===== src/rtl/hcbp_pkg.sv =====
package hcbp_pkg;

  // table geometry
  localparam int unsigned MAX_CODE_LEN = 32;
  localparam int unsigned SYMBOL_COUNT = 256;
  localparam int unsigned ADDR_W       = (SYMBOL_COUNT > 1) ? $clog2(SYMBOL_COUNT) : 1;

  // port field widths
  localparam int unsigned ACTION_W  = 2;
  localparam int unsigned SYMBOL_W  = 8;
  localparam int unsigned CODE_W    = 32;
  localparam int unsigned LENGTH_W  = 6;
  localparam int unsigned BYTE_W    = 8;
  localparam int unsigned PEND_W    = BYTE_W - 1;

  // stored length, accumulator and bit count widths
  localparam int unsigned LEN_W = $clog2(MAX_CODE_LEN + 1);
  localparam int unsigned ACC_W = MAX_CODE_LEN + PEND_W;
  localparam int unsigned TOT_W = $clog2(ACC_W + 1);

  typedef enum logic [ACTION_W-1:0] {
    ACT_LOAD   = 2'd0,
    ACT_ENCODE = 2'd1,
    ACT_FLUSH  = 2'd2
  } action_e;

  typedef enum logic [1:0] {
    SEL_CODE       = 2'd0,
    SEL_FLUSH_DATA = 2'd1,
    SEL_PAD        = 2'd2
  } emit_sel_e;

  typedef struct packed {
    logic      tbl_wr;
    logic      rd_en;
    logic      acc_load;
    logic      emit;
    emit_sel_e sel;
    logic      last;
    logic      clear;
  } cmd_t;

  typedef struct packed {
    logic out_free;
    logic lookup_empty;
    logic new_ge8;
    logic pend_nz;
    logic total_lt8;
    logic emit_last;
  } sts_t;

endpackage


===== src/rtl/hcbp_ctrl.sv =====
module hcbp_ctrl (
  input  logic                            clk_i,
  input  logic                            rst_ni,
  input  logic                            in_valid_i,
  output logic                            in_stall_o,
  input  logic [hcbp_pkg::ACTION_W-1:0]   action_i,
  input  hcbp_pkg::sts_t                  sts_i,
  output hcbp_pkg::cmd_t                  cmd_o
);

  typedef enum logic [2:0] {
    S_IDLE,
    S_LOOKUP,
    S_EMIT,
    S_FLUSH_DATA,
    S_FLUSH_PAD
  } state_e;

  state_e state_q, state_d;
  logic   accept;

  assign in_stall_o = (state_q != S_IDLE);
  assign accept     = in_valid_i && (state_q == S_IDLE);

  always_comb begin
    state_d = state_q;
    cmd_o   = '{tbl_wr: 1'b0, rd_en: 1'b0, acc_load: 1'b0, emit: 1'b0,
                sel: hcbp_pkg::SEL_CODE, last: 1'b0, clear: 1'b0};
    case (state_q)
      S_IDLE: begin
        if (accept) begin
          case (action_i)
            hcbp_pkg::ACT_LOAD: begin
              cmd_o.tbl_wr = 1'b1;
            end
            hcbp_pkg::ACT_ENCODE: begin
              cmd_o.rd_en = 1'b1;
              state_d     = S_LOOKUP;
            end
            hcbp_pkg::ACT_FLUSH: begin
              state_d = sts_i.pend_nz ? S_FLUSH_DATA : S_FLUSH_PAD;
            end
            default: begin
              state_d = S_IDLE;
            end
          endcase
        end
      end
      S_LOOKUP: begin
        if (sts_i.lookup_empty) begin
          state_d = S_IDLE;
        end else begin
          cmd_o.acc_load = 1'b1;
          state_d        = sts_i.new_ge8 ? S_EMIT : S_IDLE;
        end
      end
      S_EMIT: begin
        if (sts_i.out_free) begin
          cmd_o.emit = 1'b1;
          cmd_o.sel  = hcbp_pkg::SEL_CODE;
          cmd_o.last = sts_i.emit_last;
          if (sts_i.emit_last) begin
            state_d = S_IDLE;
          end
        end
      end
      S_FLUSH_DATA: begin
        if (sts_i.out_free) begin
          cmd_o.emit = 1'b1;
          cmd_o.sel  = hcbp_pkg::SEL_FLUSH_DATA;
          state_d    = S_FLUSH_PAD;
        end
      end
      S_FLUSH_PAD: begin
        if (sts_i.out_free) begin
          cmd_o.emit  = 1'b1;
          cmd_o.sel   = hcbp_pkg::SEL_PAD;
          cmd_o.last  = 1'b1;
          cmd_o.clear = 1'b1;
          state_d     = S_IDLE;
        end
      end
      default: begin
        state_d = S_IDLE;
      end
    endcase
  end

  always_ff @(posedge clk_i or negedge rst_ni) begin
    if (!rst_ni) begin
      state_q <= S_IDLE;
    end else begin
      state_q <= state_d;
    end
  end

  a_idle_partial_only: assert property (@(posedge clk_i) disable iff (!rst_ni)
    (state_q == S_IDLE) |-> sts_i.total_lt8)
    else $error("whole byte left in accumulator while idle");

  a_last_ends_item: assert property (@(posedge clk_i) disable iff (!rst_ni)
    (cmd_o.emit && cmd_o.last) |=> (state_q == S_IDLE))
    else $error("transaction continued after its last byte");

  a_flush_data_then_pad: assert property (@(posedge clk_i) disable iff (!rst_ni)
    (state_q == S_FLUSH_DATA && cmd_o.emit) |=> (state_q == S_FLUSH_PAD))
    else $error("partial byte not followed by padding count");

endmodule

===== config.mk =====
export PLATFORM = sky130hd
export DESIGN_NAME = hcbp_ctrl
export DESIGN_NICKNAME = d
export VERILOG_FILES = /design/src/rtl/hcbp_pkg.sv /design/src/rtl/hcbp_ctrl.sv
export SDC_FILE = /design/constraint.sdc
export NUM_CORES = 1
export LEC_CHECK = 0
export BUFFER_PORTS_ARGS = -buffer_cell sky130_fd_sc_hd__buf_2
export CAP_MARGIN = 15
export CORE_AREA = 2 2 39 41
export DETAILED_ROUTE_END_ITERATION = 7
export DIE_AREA = 0 0 41 43
export PLACE_DENSITY_LB_ADDON = 0.15
export SLEW_MARGIN = 5
export SYNTH_ARGS = -nofsm -noshare
export SYNTH_HDL_FRONTEND = slang
export SYNTH_SLANG_ARGS = --single-unit

===== constraint.sdc =====
create_clock -name clk_i -period 1.7 [get_ports clk_i]
set_input_delay 0.085 -clock clk_i [delete_from_list [all_inputs] [get_ports clk_i]]
set_output_delay 0.085 -clock clk_i [all_outputs]
set_load 0.05 [all_outputs]

==> results of run 1 <==
-- worst max-delay path by stage --
stage,start,end,slack (ns),cells after the start
floorplan,state_q[1],state_q[1],0.13,4
global placement,state_q[2],state_q[1],0.22,4
detailed placement,state_q[2],state_q[1],0.25,4
CTS,state_q[2],cmd_o[1],0.04,4
global route,state_q[1],cmd_o[7],0.0001,3
finish,state_q[1],cmd_o[1],0.10,4
-- layout make-up --
cell class	instances	area (sq um)	area share [%]
flip-flops and latches	3	76.3	15.1
inverters	3	11.3	2.23
well taps	16	20.0	3.97
repair buffers	19	100	19.9
multi-input cells	31	270	53.6
clock buffers	4	26.3	5.21
-- cells by family (layout without fill, tap and decap cells) --
logic type / after synthesis / count (layout) / synth area share (%)
fa+ha+maj: 3 / 3 / 10.4
simple gates: 18 / 18 / 39.8
flops: 3 / 3 / 20.8
buf+inv: 5 / 26 / 8.30
mux: 1 / 1 / 4.15
compound gates: 9 / 9 / 16.6
-- worst register-to-register path: stages (launching register included) --
cell,delay [ns]
dfrtp_1,0.50
nor2_2,0.26
a21oi_2,0.10
o21ai_2,0.14
mux2_4,0.30
-- cell usage in the layout (no fill, tap or decap) --
cell type	netlist	routed
buf_2	0	18
inv_1	3	3
nor2b_1	3	3
a21oi_1	3	3
ha_1	3	3
clkbuf_4	0	3
and3_1	2	2
and3_2	2	2
nand2b_1	2	2
dfrtp_1	3	2
nor3_2	1	1
nor2_2	1	1
and2b_4	1	1
nor3b_2	0	1
a21oi_2	1	1
and4b_2	1	1
nor4b_4	0	1
a32o_1	1	1
a211oi_1	1	1
o21ai_1	1	1
o21ai_2	1	1
mux2_4	1	1
nor4b_1	1	1
o21ai_0	1	1
nand4b_1	1	1
nand3b_1	1	1
clkbuf_1	0	1
dlygate4sd3_1	0	1
dfrtp_2	0	1
-- repair_timing --
action | CTS | global route
hold buffers | 1 | 0
endpoints found under the setup margin | 0 | 2
hold endpoints to repair | 3 | 0
resized for setup | 0 | 1
-- through the flow --
step                      setup slack [ns]  cells  util (%)
after CTS                           0.0433     76      36.3
after global placement               0.218     71      33.7
after floorplan                      0.128     39         -
after detailed placement             0.254     71      33.7
final                                0.105     76      36.4
after global routing              0.000106     76      36.4
-- metal layers --
metal | global-route usage (%) | up-vias | share of wire [%]
met4 | 12.0 | 0 | 1.6
met1 | 14.4 | 164 | 39
li1 | - | 184 | -
met5 | 0 | - | 0
met3 | 3.14 | 2 | 7.2
met2 | 16.6 | 12 | 52
-- power by group through the flow --
stage               registers, mW  logic, mW  clock network, mW
CTS                         0.129      0.309              0.131
detailed placement          0.130      0.306                  0
floorplan                  0.0977      0.292                  0
global route                0.137      0.330              0.143
finish                      0.131      0.307              0.124
global placement            0.133      0.307                  0
==> results.cfg, run 1 <==
[synthesis]
yosys-top-cells-area = dfrtp_1 21%, ha_1 10%, nor2b_1 5.2%
postSynthCellCount = 39
syn_nets = 53
ys_ff_latch = 3
synthTopCellsByCount = 3 x a21oi_1, 3 x dfrtp_1, 3 x ha_1, 3 x inv_1, 3 x nor2b_1
synth_ff_type = dfrtp_1
yosys.area.top_type = dfrtp_1
async_flop_share_pct = 100
synthDistinctLibCells = 26
avgSynthCellArea_sq_um = 9.27
ys_warn_count = 0
ys_seq_area_share_pct = 20.8
synth_top_area_share_pct = 20.8
syn_area_sq_um = 362
synth_edf_count = 0

[clock_network]
root_buffer = clkbuf_4
cts.clk_slew.worst_paths_ns = 0.04
cts_max_path_buffers = 2
clk_latency_ns = 0.23
h-tree-depth = 1
cts_setup_buffers = 0
cts.sinks = 3
cts_tree = built
numCtsBuffers = 3

[timing]
max_freq_ghz = 0.627
timing.setup.tns_ns = 0
period_share_pct = 93.8
slew_headroom_pct = 74.5
slew_violations = 0
rsz0062_at_grt = no
hold_viol = 0
period_minus_slack_ns = 1.60
setup_viol = 0
timing.hold.ws_ns = 0.178
worst_clock_skew_ns = 0.00142
worstMarginPinSlew_ns = 0.383

[floorplan]
core_area_sq_um = 1380
die_height_microns = 43
die_w_microns = 41
die-area_sq_um = 1760
io_pins = 20
start_util_pct = 26.1
rows = 14

[route]
viasPerCell = 4.76
route.antenna.remaining_nets = 0
vias = 362
drtIter0Drc = 4
routedWlPerCell_microns = 10.9
drcViolationCount = 0
dr.pass1.iters = 4
routed_wl_microns = 830

[critical_path]
worstPathArrival_ns = 1.51
crit_chain = and2b_4 > a21oi_1 > nor3b_2 > buf_2
reg2reg_slack_ns = 0.27
crit_family = flip-flops
r2r_start = state_q[1]
reg2reg_depth = 4
rr_endpoint = state_q[1]
cp.buffers_inverters = 1
path_max_fanout = 10
critPathMaxStageDelay_ns = 0.56
worstSetupEndpointType = output pin
path_class = reg2out
start_kind = register
cpMaxStageDelayCell = dfrtp_1
cp_data_required_time_ns = 1.62

[finish]
reg_top3 = state_q (3)
final_area_sq_um = 504
top_register = state_q
fillers = 152
diodes = 0
drive_above_1_share_pct = 55.0
nets = 75
largest_reg_flops = 3
syn2layout_area_growth_pct = 39.4

[power_and_ir_drop]
clock_power_share_pct = 22.1
p_leak_nw = 0.268
p_seq_share_pct = 23.2
pwr_density_cell_nw_per_um2 = 1110
totalPowerFinal_uw = 562
p_switching_uw = 277
irDropWorstVdd_mv = 0.348
p_int_uw = 285
power_frac_comb_pct = 54.6
netSwitchingFraction_pct = 49.4

[job]
cap_violations = 0

[place]
gp_congestion = 0.730
place_area_sq_um = 467
io_buffers = 18

[global_route]
track_usage_pct = 12.2
grt_pass1_vias = 342
grt_pass1_wl_microns = 1390
grt_antenna_before_repair = 0
grt_remaining_overflow = 0
grt_max_degree = 13

[hold_path]
hp-class = in2async

[status]
outcome = complete, no violations
Power figures use the tool's default switching activity.
==> inputs of run 2 (changes only) <==
==> constraint.sdc (replaced) <==
create_clock -name clk_i -period 2 [get_ports clk_i]
set_input_delay 0.1 -clock clk_i [delete_from_list [all_inputs] [get_ports clk_i]]
set_output_delay 0.1 -clock clk_i [all_outputs]
set_load 0.05 [all_outputs]
==> run 2 against run 1 <==
Sequential share of layout area up 0.21 points. Worst setup slack better by 0.25 ns. Via count down 1.9%. Sequential power down 19%. First-iteration DRC count up 75%. Critical path type unchanged. Critical endpoint unchanged. Largest cell class unchanged.
==> results.cfg, run 2 (synthesized netlist as in run 1, its figures left out) <==
[status]
outcome = complete, no violations

[timing]
period_minus_slack_ns = 1.64
timing.setup.tns_ns = 0
max_freq_ghz = 0.609
period_share_pct = 82.1
slew_headroom_pct = 75.9
setup_viol = 0
hold_viol = 0
rsz0062_at_grt = no
setup_ws_ns = 0.358
timing.hold.ws_ns = 0.199
worst_clock_skew_ns = 0.000453
slew_violations = 0
worstMarginPinSlew_ns = 0.361

[critical_path]
path_max_fanout = 12
reg2reg_slack_ns = 0.57
rr_endpoint = state_q[1]
start_kind = register
worstSetupEndpointType = output pin
crit_path_start = state_q[2]
endpoint = cmd_o[1]
path_class = reg2out
cp_data_required_time_ns = 1.90
r2r_start = state_q[2]
reg2reg_depth = 4
worstPathArrival_ns = 1.54

[global_route]
grt_remaining_overflow = 0
grt_antenna_before_repair = 0
grt_max_degree = 13
grt_pass1_wl_microns = 1330
track_usage_pct = 10.8
grt_pass1_vias = 338

[finish]
final_area_sq_um = 489
final_cells = 76
nets = 75
diodes = 0
drive_above_1_share_pct = 51.7
postLayoutCoreUtil_pct = 35.4
top_register = state_q
largest_reg_flops = 3
reg_top3 = state_q (3)
syn2layout_area_growth_pct = 35.3
final_common_cell = buf_2

[route]
drtIter0Drc = 7
route.antenna.remaining_nets = 0
viasPerCell = 4.67
routedWlPerCell_microns = 11.2
routed_wl_microns = 850
drcViolationCount = 0
vias = 355
dr.pass1.iters = 2

[clock_network]
cts.sinks = 3
root_buffer = clkbuf_4
cts_max_path_buffers = 2
numCtsBuffers = 3
cts_setup_buffers = 0
cts_tree = built
ctsResizeCount = 0
h-tree-depth = 1
cts.clk_slew.worst_paths_ns = 0.04
clk_latency_ns = 0.23

[floorplan]
die_w_microns = 41
start_util_pct = 26.1
io_pins = 20
die_height_microns = 43
die-area_sq_um = 1760
core_area_sq_um = 1380
rows = 14

[power_and_ir_drop]
irDropWorstVdd_mv = 0.350
pwr_density_cell_nw_per_um2 = 956
p_leak_nw = 0.267
totalPowerFinal_uw = 468

[place]
pre_cts_ws_ns = 0.569
place_area_sq_um = 453
dpl.hpwl_microns = 702
dp.cells = 71
gp_congestion = 0.703
io_buffers = 18

[job]
cap_violations = 0

[hold_path]
hp-class = in2async
==> run 2: cell counts in the layout (fill, tap and decap cells not counted) <==
Identical to the previous run, type by type.
==> run 2: report_power, final <==
part	total (mW)	internal, mW	switching, mW
sequential	0.106	0.0723	0.0332
combinational	0.256	0.0916	0.165
clock	0.106	0.0747	0.0309
total	0.468	0.239	0.229
==> run 2: how the worst min path moves through the flow <==
stage                 from          to  slack (ns)  cells after the start
floorplan           rst_ni  state_q[0]       -0.20                      0
global placement    rst_ni  state_q[1]       -0.10                      1
detailed placement  rst_ni  state_q[2]       -0.10                      1
CTS                 rst_ni  state_q[1]        0.18                      2
global route        rst_ni  state_q[1]        0.22                      2
finish              rst_ni  state_q[1]        0.20                      2
==> run 2: worst max-delay path: stages, from the launching register on <==
cell and delay, ns:
dfrtp_1 0.50, and2b_4 0.31, a21oi_1 0.06, nor3b_1 0.16, buf_2 0.28
==> run 2: routing by layer <==
metal | routed length, microns | vias to the layer above | track usage [%]
met5 | 0 | - | 0
met4 | 0 | 0 | 6.00
met3 | 36 | 0 | 1.57
met2 | 467 | 7 | 17.2
met1 | 346 | 164 | 13.0
li1 | - | 184 | -
==> run 2: layout make-up <==
cell class                 count  area [sq um]
multi-input combinational     31           256
clock buffer                   4          26.3
sequential                     3          75.1
timing repair buffer          19           100
inverter                       3          11.3
tap                           16          20.0
fill                         167           895
==> run 2: timing repair <==
action,in CTS,in global routing
hold buffers,1,0
setup endpoints to repair,0,0
hold endpoints to repair,3,0
